## config.mk

```make
export PLATFORM = sky130hd
export DESIGN_NAME = arith_decoder_16bit_unit_flat
export DESIGN_NICKNAME = d
export VERILOG_FILES = /design/src/rtl/core/ad16_pkg.sv /design/src/rtl/core/ad16_if.sv /design/src/rtl/core/ad16_dp.sv /design/src/rtl/core/ad16_ctrl.sv /design/src/rtl/core/arith_decoder_16bit_unit.sv /design/src/flat_wrapper.sv
export SDC_FILE = /design/constraint.sdc
export NUM_CORES = 2
export LEC_CHECK = 0
export BUFFER_PORTS_ARGS = -buffer_cell sky130_fd_sc_hd__buf_2
export CAP_MARGIN = 15
export CELL_PAD_IN_SITES_DETAIL_PLACEMENT = 1
export CELL_PAD_IN_SITES_GLOBAL_PLACEMENT = 1
export CORE_MARGIN = 2
export CORE_UTILIZATION = 30
export DETAILED_ROUTE_END_ITERATION = 8
export PLACE_DENSITY = 0.59
export SYNTH_ARGS = -nofsm -noshare
export SYNTH_HDL_FRONTEND = slang
export SYNTH_HIERARCHICAL = 1
export SYNTH_SLANG_ARGS = --single-unit
```

## constraint.sdc

```tcl
create_clock -name clk -period 11.76 [get_ports clk]
set_clock_uncertainty 0.15 [all_clocks]
set_input_delay 1.176 -clock clk [delete_from_list [all_inputs] [get_ports clk]]
set_output_delay 1.176 -clock clk [all_outputs]
set_load 0.01 [all_outputs]
```

## src/rtl/core/ad16_pkg.sv

```systemverilog
package ad16_pkg;

  localparam int AD16_BUFFER_BITS = 64;

  // Request codes
  typedef enum logic [1:0] {
    REQ_PUSH   = 2'd0,
    REQ_START  = 2'd1,
    REQ_TARGET = 2'd2,
    REQ_NARROW = 2'd3
  } req_t;

  // Result status codes
  typedef enum logic [1:0] {
    ST_OK       = 2'd0,
    ST_LOW_BITS = 2'd1,
    ST_FULL     = 2'd2
  } status_t;

  // Datapath operations
  typedef enum logic [3:0] {
    DP_NONE,
    DP_CAPTURE,
    DP_PUSH,
    DP_START,
    DP_MUL_T,
    DP_MUL_H,
    DP_MUL_L,
    DP_PREP_T,
    DP_PREP_N,
    DP_DIV_STEP,
    DP_WB_T,
    DP_WB_H,
    DP_WB_L,
    DP_RENORM
  } dp_op_t;

  // Controller states
  typedef enum logic [4:0] {
    S_IDLE,
    S_DECODE,
    S_PUSH,
    S_START,
    S_TMUL,
    S_TPREP,
    S_TDIV,
    S_TWB,
    S_HMUL,
    S_HPREP,
    S_HDIV,
    S_HWB,
    S_LMUL,
    S_LPREP,
    S_LDIV,
    S_LWB,
    S_RENORM,
    S_DONE
  } state_t;

  typedef struct packed {
    dp_op_t  op;
    logic    load_out;
    status_t status;
  } dp_cmd_t;

  typedef struct packed {
    req_t req;
    logic full;
    logic lt16;
    logic total_zero;
    logic hi_eq_total;
    logic lo_zero;
    logic div_last;
    logic renorm_last;
  } dp_stat_t;

endpackage

```

## src/rtl/core/ad16_if.sv

```systemverilog
interface ad16_in_if;
  logic        valid;
  logic        ready;
  logic [1:0]  req_type;
  logic [15:0] code_word;
  logic [15:0] cum_low;
  logic [16:0] cum_high;
  logic [16:0] freq_total;

  modport source (output valid, req_type, code_word, cum_low, cum_high, freq_total,
                  input ready);
  modport sink (input valid, req_type, code_word, cum_low, cum_high, freq_total,
                output ready);
endinterface

interface ad16_out_if;
  logic        valid;
  logic        ready;
  logic [15:0] target;
  logic [1:0]  status;
  logic [6:0]  bits_held;

  modport source (output valid, target, status, bits_held, input ready);
  modport sink (input valid, target, status, bits_held, output ready);
endinterface

```

## src/rtl/core/ad16_dp.sv

```systemverilog
module ad16_dp
  import ad16_pkg::*;
#(
  parameter int BUFFER_BITS = AD16_BUFFER_BITS
) (
  input  logic        clk,
  input  logic        rst_n,
  input  dp_cmd_t     cmd,
  output dp_stat_t    stat,
  input  logic [1:0]  in_req_type,
  input  logic [15:0] in_code_word,
  input  logic [15:0] in_cum_low,
  input  logic [16:0] in_cum_high,
  input  logic [16:0] in_freq_total,
  output logic [15:0] out_target,
  output logic [1:0]  out_status,
  output logic [6:0]  out_bits_held
);

  localparam int CW = $clog2(BUFFER_BITS + 1);

  // Captured request
  logic [1:0]  req_r;
  logic [15:0] word_r;
  logic [15:0] lo_r;
  logic [16:0] hi_r;
  logic [16:0] tot_r;
  logic [15:0] span_r;   // high - low before the narrow starts

  // Decoder state
  logic [15:0]            low_r, low_nxt;
  logic [15:0]            high_r, high_nxt;
  logic [15:0]            code_r, code_nxt;
  logic [BUFFER_BITS-1:0] fifo_r, fifo_nxt;
  logic [CW-1:0]          cnt_r, cnt_nxt;

  // Arithmetic
  logic [33:0] prod_r;
  logic [33:0] num_r;
  logic [16:0] rem_r;
  logic [16:0] div_r;
  logic [15:0] quo_r;
  logic        sat_r;
  logic [5:0]  dcnt_r;
  logic [3:0]  rcnt_r;
  logic [15:0] target_r;

  // Output register
  logic [15:0] ot_r;
  logic [1:0]  os_r;
  logic [6:0]  ob_r;

  // Interval terms
  logic [15:0] rng16, c16, span16;
  logic [16:0] rng17, c17;
  logic [16:0] mul_a, mul_b;
  logic [33:0] nm1;
  logic [17:0] rem_sh;
  logic        rem_ge;
  logic [17:0] rem_sub;
  logic [15:0] word_rev;
  logic [BUFFER_BITS-1:0] word_ext;
  logic [CW+15:0] cnt_plus;
  logic [CW+6:0]  cnt_ext;
  logic        e3, brk;
  logic [15:0] rl, rh, rc;
  logic        pop_bit;

  always_comb begin
    rng16  = high_r - low_r + 16'd1;
    c16    = code_r - low_r + 16'd1;
    span16 = high_r - low_r;
    rng17  = (rng16 == 16'd0) ? 17'h10000 : {1'b0, rng16};
    c17    = (c16 == 16'd0) ? 17'h10000 : {1'b0, c16};
  end

  // Shared multiplier operand select
  always_comb begin
    case (cmd.op)
      DP_MUL_T: begin
        mul_a = c17;
        mul_b = tot_r;
      end
      DP_MUL_H: begin
        mul_a = {1'b0, span_r} + 17'd1;
        mul_b = hi_r;
      end
      default: begin
        mul_a = {1'b0, span_r} + 17'd1;
        mul_b = {1'b0, lo_r};
      end
    endcase
  end

  assign nm1 = prod_r - 34'd1;

  // Restoring divider step
  always_comb begin
    rem_sh  = {rem_r, num_r[33]};
    rem_ge  = rem_sh >= {1'b0, div_r};
    rem_sub = rem_sh - {1'b0, div_r};
  end

  // Push alignment
  always_comb begin
    for (int i = 0; i < 16; i++) word_rev[i] = word_r[15 - i];
    word_ext = '0;
    word_ext[15:0] = word_rev;
    cnt_plus = {16'd0, cnt_r} + (CW + 16)'(16);
    cnt_ext  = {7'd0, cnt_r};
  end

  // Renormalization step
  always_comb begin
    e3  = (low_r >= 16'h4000) && (high_r < 16'hC000);
    brk = !e3 && (high_r >= 16'h8000) && (low_r < 16'h8000);
    rl  = e3 ? low_r - 16'h4000 : low_r;
    rh  = e3 ? high_r - 16'h4000 : high_r;
    rc  = e3 ? code_r - 16'h4000 : code_r;
    pop_bit = fifo_r[0];
  end

  // Next state of the decoder registers
  always_comb begin
    low_nxt  = low_r;
    high_nxt = high_r;
    code_nxt = code_r;
    fifo_nxt = fifo_r;
    cnt_nxt  = cnt_r;
    case (cmd.op)
      DP_PUSH: begin
        fifo_nxt = fifo_r | (word_ext << cnt_r);
        cnt_nxt  = cnt_r + CW'(16);
      end
      DP_START: begin
        low_nxt  = 16'h0000;
        high_nxt = 16'hFFFF;
        for (int i = 0; i < 16; i++) code_nxt[15 - i] = fifo_r[i];
        fifo_nxt = fifo_r >> 16;
        cnt_nxt  = cnt_r - CW'(16);
      end
      DP_WB_H: high_nxt = low_r + quo_r - 16'd1;
      DP_WB_L: low_nxt = low_r + quo_r;
      DP_RENORM: begin
        if (!brk) begin
          low_nxt  = {rl[14:0], 1'b0};
          high_nxt = {rh[14:0], 1'b1};
          code_nxt = {rc[14:0], pop_bit};
          fifo_nxt = fifo_r >> 1;
          if (cnt_r != '0) cnt_nxt = cnt_r - CW'(1);
        end
      end
      default: ;
    endcase
  end

  // Control-side registers
  always_ff @(posedge clk) begin
    if (!rst_n) begin
      low_r  <= 16'h0000;
      high_r <= 16'hFFFF;
      code_r <= 16'h0000;
      fifo_r <= '0;
      cnt_r  <= '0;
      rcnt_r <= '0;
      dcnt_r <= '0;
    end else begin
      low_r  <= low_nxt;
      high_r <= high_nxt;
      code_r <= code_nxt;
      fifo_r <= fifo_nxt;
      cnt_r  <= cnt_nxt;
      if (cmd.op == DP_CAPTURE) rcnt_r <= '0;
      else if (cmd.op == DP_RENORM) rcnt_r <= rcnt_r + 4'd1;
      if (cmd.op == DP_PREP_T) dcnt_r <= 6'd15;
      else if (cmd.op == DP_PREP_N) dcnt_r <= 6'd33;
      else if (cmd.op == DP_DIV_STEP) dcnt_r <= dcnt_r - 6'd1;
    end
  end

  // Payload registers
  always_ff @(posedge clk) begin
    case (cmd.op)
      DP_CAPTURE: begin
        req_r    <= in_req_type;
        word_r   <= in_code_word;
        lo_r     <= in_cum_low;
        hi_r     <= in_cum_high;
        tot_r    <= in_freq_total;
        span_r   <= span16;
        target_r <= 16'd0;
      end
      DP_MUL_T, DP_MUL_H, DP_MUL_L: prod_r <= mul_a * mul_b;
      DP_PREP_T: begin
        sat_r <= nm1[33:16] >= {1'b0, rng17};
        rem_r <= nm1[32:16];
        num_r <= {nm1[15:0], 18'd0};
        div_r <= rng17;
      end
      DP_PREP_N: begin
        sat_r <= 1'b0;
        rem_r <= '0;
        num_r <= prod_r;
        div_r <= tot_r;
      end
      DP_DIV_STEP: begin
        rem_r <= rem_ge ? rem_sub[16:0] : rem_sh[16:0];
        num_r <= {num_r[32:0], 1'b0};
        quo_r <= {quo_r[14:0], rem_ge};
      end
      DP_WB_T: target_r <= sat_r ? 16'hFFFF : quo_r;
      default: ;
    endcase
    if (cmd.load_out) begin
      ot_r <= target_r;
      os_r <= cmd.status;
      ob_r <= cnt_ext[6:0];
    end
  end

  always_comb begin
    stat.req         = req_t'(req_r);
    stat.full        = cnt_plus > (CW + 16)'(BUFFER_BITS);
    stat.lt16        = cnt_r < CW'(16);
    stat.total_zero  = tot_r == 17'd0;
    stat.hi_eq_total = hi_r == tot_r;
    stat.lo_zero     = lo_r == 16'd0;
    stat.div_last    = dcnt_r == 6'd0;
    stat.renorm_last = brk || (rcnt_r == 4'd15);
  end

  assign out_target    = ot_r;
  assign out_status    = os_r;
  assign out_bits_held = ob_r;

endmodule

```

## src/rtl/core/ad16_ctrl.sv

```systemverilog
module ad16_ctrl
  import ad16_pkg::*;
(
  input  logic     clk,
  input  logic     rst_n,
  input  logic     in_valid,
  output logic     in_ready,
  output logic     out_valid,
  input  logic     out_ready,
  input  dp_stat_t stat,
  output dp_cmd_t  cmd
);

  state_t  state_r, state_nxt;
  status_t status_r, status_nxt;
  logic    out_valid_r, out_valid_nxt;
  logic    out_free;

  assign out_free = !out_valid_r || out_ready;

  // Next state
  always_comb begin
    state_nxt  = state_r;
    status_nxt = status_r;
    case (state_r)
      S_IDLE: begin
        if (in_valid) begin
          state_nxt  = S_DECODE;
          status_nxt = ST_OK;
        end
      end
      S_DECODE: begin
        case (stat.req)
          REQ_PUSH: begin
            if (stat.full) begin
              status_nxt = ST_FULL;
              state_nxt  = S_DONE;
            end else begin
              state_nxt = S_PUSH;
            end
          end
          REQ_START: begin
            if (stat.lt16) begin
              status_nxt = ST_LOW_BITS;
              state_nxt  = S_DONE;
            end else begin
              state_nxt = S_START;
            end
          end
          REQ_TARGET: state_nxt = stat.total_zero ? S_DONE : S_TMUL;
          default: begin
            if (stat.lt16) begin
              status_nxt = ST_LOW_BITS;
              state_nxt  = S_DONE;
            end else if (stat.total_zero) begin
              state_nxt = S_DONE;
            end else if (!stat.hi_eq_total) begin
              state_nxt = S_HMUL;
            end else begin
              state_nxt = stat.lo_zero ? S_RENORM : S_LMUL;
            end
          end
        endcase
      end
      S_PUSH, S_START: state_nxt = S_DONE;
      S_TMUL:  state_nxt = S_TPREP;
      S_TPREP: state_nxt = S_TDIV;
      S_TDIV:  if (stat.div_last) state_nxt = S_TWB;
      S_TWB:   state_nxt = S_DONE;
      S_HMUL:  state_nxt = S_HPREP;
      S_HPREP: state_nxt = S_HDIV;
      S_HDIV:  if (stat.div_last) state_nxt = S_HWB;
      S_HWB:   state_nxt = stat.lo_zero ? S_RENORM : S_LMUL;
      S_LMUL:  state_nxt = S_LPREP;
      S_LPREP: state_nxt = S_LDIV;
      S_LDIV:  if (stat.div_last) state_nxt = S_LWB;
      S_LWB:   state_nxt = S_RENORM;
      S_RENORM: if (stat.renorm_last) state_nxt = S_DONE;
      S_DONE:  if (out_free) state_nxt = S_IDLE;
      default: state_nxt = S_IDLE;
    endcase
  end

  // Outputs
  always_comb begin
    cmd.op       = DP_NONE;
    cmd.load_out = 1'b0;
    cmd.status   = status_r;
    in_ready     = 1'b0;
    case (state_r)
      S_IDLE: begin
        in_ready = 1'b1;
        if (in_valid) cmd.op = DP_CAPTURE;
      end
      S_PUSH:  cmd.op = DP_PUSH;
      S_START: cmd.op = DP_START;
      S_TMUL:  cmd.op = DP_MUL_T;
      S_HMUL:  cmd.op = DP_MUL_H;
      S_LMUL:  cmd.op = DP_MUL_L;
      S_TPREP: cmd.op = DP_PREP_T;
      S_HPREP, S_LPREP: cmd.op = DP_PREP_N;
      S_TDIV, S_HDIV, S_LDIV: cmd.op = DP_DIV_STEP;
      S_TWB:   cmd.op = DP_WB_T;
      S_HWB:   cmd.op = DP_WB_H;
      S_LWB:   cmd.op = DP_WB_L;
      S_RENORM: cmd.op = DP_RENORM;
      S_DONE:  cmd.load_out = out_free;
      default: ;
    endcase
  end

  // Output beat flag
  always_comb begin
    out_valid_nxt = out_valid_r;
    if (cmd.load_out) out_valid_nxt = 1'b1;
    else if (out_ready) out_valid_nxt = 1'b0;
  end

  always_ff @(posedge clk) begin
    if (!rst_n) begin
      state_r     <= S_IDLE;
      status_r    <= ST_OK;
      out_valid_r <= 1'b0;
    end else begin
      state_r     <= state_nxt;
      status_r    <= status_nxt;
      out_valid_r <= out_valid_nxt;
    end
  end

  assign out_valid = out_valid_r;

endmodule

```

## src/rtl/core/arith_decoder_16bit_unit.sv

```systemverilog
// 16-bit arithmetic decoder with E1/E2/E3 renormalization.
// in_ch: one beat per request (push word, start, decode target, narrow),
//   taken when valid and ready are high; ready is high only while idle.
// out_ch: one result beat per request (target, status, bits_held), held in
//   an output register until taken; the next request may be accepted while
//   that beat still waits.
// Steps per request: push and start update the bit buffer and decoder state;
//   flagged requests and a zero total go straight to the result; decode
//   target: a 17x17 multiply, then 16 steps of a radix-2 divider; narrow:
//   up to two multiplies and two 34-step divisions, then up to 16
//   renormalization doublings. The divider is shared, one bit per cycle.
// Reset: interval [0, 0xFFFF], code value 0, bit buffer empty, no beat out.
// A stalled receiver holds the result; the block finishes the request after
//   it only once the output register is free.
module arith_decoder_16bit_unit
  import ad16_pkg::*;
#(
  parameter int BUFFER_BITS = AD16_BUFFER_BITS
) (
  input logic clk,
  input logic rst_n,
  ad16_in_if.sink    in_ch,
  ad16_out_if.source out_ch
);

  dp_cmd_t  cmd;
  dp_stat_t stat;

  ad16_ctrl u_ctrl (
    .clk       (clk),
    .rst_n     (rst_n),
    .in_valid  (in_ch.valid),
    .in_ready  (in_ch.ready),
    .out_valid (out_ch.valid),
    .out_ready (out_ch.ready),
    .stat      (stat),
    .cmd       (cmd)
  );

  ad16_dp #(
    .BUFFER_BITS (BUFFER_BITS)
  ) u_dp (
    .clk           (clk),
    .rst_n         (rst_n),
    .cmd           (cmd),
    .stat          (stat),
    .in_req_type   (in_ch.req_type),
    .in_code_word  (in_ch.code_word),
    .in_cum_low    (in_ch.cum_low),
    .in_cum_high   (in_ch.cum_high),
    .in_freq_total (in_ch.freq_total),
    .out_target    (out_ch.target),
    .out_status    (out_ch.status),
    .out_bits_held (out_ch.bits_held)
  );

endmodule
```

## src/flat_wrapper.sv

```systemverilog
// flat-port wrapper written by rule: the top's interface ports become plain ports
module arith_decoder_16bit_unit_flat import ad16_pkg::*;
#(
  parameter int BUFFER_BITS = AD16_BUFFER_BITS
)
  (clk, rst_n, in_ch_valid, in_ch_req_type, in_ch_code_word, in_ch_cum_low, in_ch_cum_high, in_ch_freq_total, in_ch_ready, out_ch_valid, out_ch_target, out_ch_status, out_ch_bits_held, out_ch_ready);
  ad16_in_if in_ch_i ();
  ad16_out_if out_ch_i ();
  input logic clk;
  input logic rst_n;
  input wire logic [$bits(in_ch_i.valid)-1:0] in_ch_valid;
  input wire logic [$bits(in_ch_i.req_type)-1:0] in_ch_req_type;
  input wire logic [$bits(in_ch_i.code_word)-1:0] in_ch_code_word;
  input wire logic [$bits(in_ch_i.cum_low)-1:0] in_ch_cum_low;
  input wire logic [$bits(in_ch_i.cum_high)-1:0] in_ch_cum_high;
  input wire logic [$bits(in_ch_i.freq_total)-1:0] in_ch_freq_total;
  output wire logic [$bits(in_ch_i.ready)-1:0] in_ch_ready;
  output wire logic [$bits(out_ch_i.valid)-1:0] out_ch_valid;
  output wire logic [$bits(out_ch_i.target)-1:0] out_ch_target;
  output wire logic [$bits(out_ch_i.status)-1:0] out_ch_status;
  output wire logic [$bits(out_ch_i.bits_held)-1:0] out_ch_bits_held;
  input wire logic [$bits(out_ch_i.ready)-1:0] out_ch_ready;
  assign in_ch_i.valid = in_ch_valid;
  assign in_ch_i.req_type = in_ch_req_type;
  assign in_ch_i.code_word = in_ch_code_word;
  assign in_ch_i.cum_low = in_ch_cum_low;
  assign in_ch_i.cum_high = in_ch_cum_high;
  assign in_ch_i.freq_total = in_ch_freq_total;
  assign in_ch_ready = in_ch_i.ready;
  assign out_ch_valid = out_ch_i.valid;
  assign out_ch_target = out_ch_i.target;
  assign out_ch_status = out_ch_i.status;
  assign out_ch_bits_held = out_ch_i.bits_held;
  assign out_ch_i.ready = out_ch_ready;
  arith_decoder_16bit_unit #(.BUFFER_BITS(BUFFER_BITS)) u_core (.clk(clk), .rst_n(rst_n), .in_ch(in_ch_i), .out_ch(out_ch_i));
endmodule
```

==> summary.md <==
| Metric | Value |
|---|---|
| Worst Path Required | 12070 ps |
| Largest net degree at the start of global routing | 84 |
| Cell taking the most area after synthesis | edfxtp_1 |
| Max frequency | 100 MHz |
| Clk sink count | 381 |
| Period utilization | 84.7% |
| Finish-stage setup viols | 0 |
| Most frequent cells in the layout | 450 x nand2_1, 349 x nor2_1, 344 x inv_1 |
| Hold Fails Final Rpt | 0 |
| Syn nets | 3920 |
| NumNets Final | 3973 |
| Antenna-violating nets left | 0 |
| Cell variety after synth | 85 |
| # IOs | 99 |
| Number of max-cap violations | 0 |
| Post-CTS sizing | 0 |
| R2R Path End | u_core/u_dp/prod_r[32]$_DFFE_PP_ |
| Crit path buf inv count | 4 |
| Sequential area share after synthesis | 32.1% |
| CTS Root Cell | clkbuf_16 |
| HP Start | u_core/u_dp/target_r[10]$_SDFFCE_PN0P_ |
| First-pass GRT wire length | 162000 um |
| Clk Latency, worst-skew pair | 610 ps |
| RD Place Congestion | 0.869 |
| Initial Utilization | 30.3% |
| Slew Viols, Final | 0 |
| CTS tree | done |
| DR DRC count | 0 |
| Core ar. | 104000 um2 |
| RSZ-0062 raised after global routing | false |
| Post-detailed-route wirelength per cell | 21.5 um |
| Worst Setup End Kind | flop |
| DIE HEIGHT | 327 um |
| Number of global-route vias before repair | 26240 |
| Simple-gate share of the synthesized area | 15.9% |
| Critical setup path kind | reg2reg |
| Hold Crit Depth | 0 |
| Largest family of logic cells by synthesized area | adder cells |
| Syn avg cell area | 9.21 um2 |
| YS warnings | 6 |
| Critical Path Most Common Cell | fa_1 |
| Outcome | complete, no violations |
| Slew HR | 22.9% |
| Post-layout util | 33.9% |
| R2r setup slk | 1800 ps |
| Reg2Reg Depth | 31 |
| CP peak stage delay | 640 ps |
| Mux cell area share after synthesis | 3.59% |
| Die width | 327 um |
| Setup TNS | 0 ps |
| Number of flops mapped to enable cells by yosys | 244 |
| Vias per cell | 5.21 |
| Clk slew on worst S/H paths | 60 ps |
| Placed Cells | 4790 |
| Post-CTS Setup Bufs | 0 |
| Worst-margin pin slew | 1160 ps |
| Tmin final | 9960 ps |
| Top FF cell, synth | edfxtp_1 |
| Fin cells | 4872 |
| Synth Area in XOR/XNOR | 5.10% |
| Pre-antenna DRT Iters | 7 |
| HP Class | reg2reg |
| Top cells by area, synth | edfxtp_1 23%, fa_1 15%, dfxtp_1 8.7%, ha_1 8.5%, nand2_1 5.4% |
| CTS HTree Levels | 2 |
| Clk buf depth | 3 |
| CP Max Fanout | 17 |
| DP HPWL | 80700 um |
| GR Overflow Total | 0 |
| GRT Total Usage | 19.5% |
| Crit path max-delay family | simple AND/OR/NAND/NOR gates |
| FFs w/ async S/R, synth | 0% |
| Share of layout cells above drive strength 1 | 8.59% |
| CTS Buf Count | 46 |
| Hold EP | u_core/u_dp/out_target[10]$_DFFE_PP_ |
| Area share of fa/ha/maj cells after synthesis | 23.1% |
| Vias | 25404 |
| Core Rows | 118 |
| Crit path launch type | flop |
| Proportion of netlist area held by the largest area contributor | 23.3% |
| Die area | 107000 um2 |
| Syn Inst Count | 3406 |
| Netlist Area Pre-Place | 31400 um2 |
| Initial antenna violation count | 0 |
| ANT cells | 0 |
| CTS Hold Buffers Added | 0 |
| Port-buffer cells | 98 |
| WP data arrival | 10270 ps |
| Hold_ws | 269 ps |
| Crit-path slowest cell | or4b_2 |
| 1st-iter DRT viols | 1837 |
| Reg2Reg Launch Point | u_core/u_ctrl/state_r[2]$_SDFFE_PN0P_ |
| Routed wire length | 105000 um |
| #FFs+latches synth | 381 |
| # fillers | 12036 |
| Synth Area in Compound Gates | 14.1% |
| Commonest non-fill, non-tap cell in the layout | nand2_1 |
| Area growth from synthesis to layout | 11.8% |
[sequential cells by signal, indices dropped and copies added (netlist names), 7 cells and up]
name / cells
u_core/u_dp/hi_r: 17
u_core/u_dp/quo_r: 16
u_core/u_dp/num_r: 34
u_core/u_dp/word_r: 16
u_core/u_dp/rem_r: 17
u_core/u_dp/fifo_r: 64
u_core/u_dp/out_target: 16
u_core/u_dp/high_r: 16
u_core/u_dp/code_r: 16
u_core/u_dp/low_r: 16
u_core/u_dp/div_r: 17
u_core/u_dp/lo_r: 16
u_core/u_dp/tot_r: 17
u_core/u_dp/out_bits_held: 7
u_core/u_dp/target_r: 16
u_core/u_dp/cnt_r: 7
u_core/u_dp/prod_r: 34
u_core/u_dp/span_r: 16
[cell type report]
type	count	area [um2]	area share [%]
Clock buffer	64	1320	3.77
Clock inverter	17	193	0.549
Inverter	350	1320	3.75
Multi-Input combinational cell	2518	19500	55.5
Sequential cell	381	10100	28.7
Tap cell	1380	1730	4.92
Timing Repair Buffer	162	987	2.81
[Yosys cell counts, drive strengths merged, types with 23 or more instances]
| cell | n |
|---|---|
| a211oi | 26 |
| a21o | 44 |
| a21oi | 148 |
| a221oi | 23 |
| a222oi | 31 |
| and2 | 26 |
| and3 | 29 |
| clkbuf | 135 |
| dfxtp | 137 |
| edfxtp | 244 |
| fa | 228 |
| ha | 214 |
| inv | 346 |
| mux2i | 81 |
| nand2 | 451 |
| nand2b | 33 |
| nand3 | 43 |
| nor2 | 356 |
| nor2b | 25 |
| nor3 | 61 |
| o211ai | 23 |
| o21ai | 178 |
| xnor2 | 106 |
| xor2 | 76 |
[metal layers]
| layer | up-vias | GRT usage [%] | wire (um) |
|---|---|---|---|
| li1 | 11854 | - | - |
| met1 | 12827 | 28.9 | 50900 |
| met2 | 604 | 30.1 | 46100 |
| met3 | 119 | 2.12 | 5170 |
| met4 | 0 | 4.94 | 2420 |
| met5 | - | 0 | 0 |
[logic make-up (layout without fill, tap and decap cells)]
group	after synthesis	in the layout
simple gates	1131	1131
buf+inv	507	593
fa+ha+maj	442	442
flops	381	381
mux	100	100
compound gates	663	663
xor+xnor	182	182
[per-stage QoR]
step,worst slack (ps),cell area (um2)
after floorplan,2570,31400
after global placement,1850,33500
after detailed placement,1670,33500
after CTS,1800,35100
after global routing,1130,35100
final,1800,35100
[worst max-delay path by stage]
stage                                          startpoint                                to  slack (ps)  cells after the start
finish              u_core/u_ctrl/state_r[2]$_SDFFE_PN0P_  u_core/u_dp/prod_r[32]$_DFFE_PP_        1800                     31
global route        u_core/u_ctrl/state_r[2]$_SDFFE_PN0P_  u_core/u_dp/prod_r[32]$_DFFE_PP_        1130                     31
CTS                 u_core/u_ctrl/state_r[2]$_SDFFE_PN0P_  u_core/u_dp/prod_r[32]$_DFFE_PP_        1800                     31
detailed placement                            in_ch_valid  u_core/u_dp/prod_r[32]$_DFFE_PP_        1670                     31
global placement                              in_ch_valid  u_core/u_dp/prod_r[32]$_DFFE_PP_        1850                     31
floorplan                                     in_ch_valid  u_core/u_dp/prod_r[32]$_DFFE_PP_        2570                     30
Power is left out: the tool's default activity adds up to more than one toggle a clock period on the data nets, which glitch-free logic cannot reach.
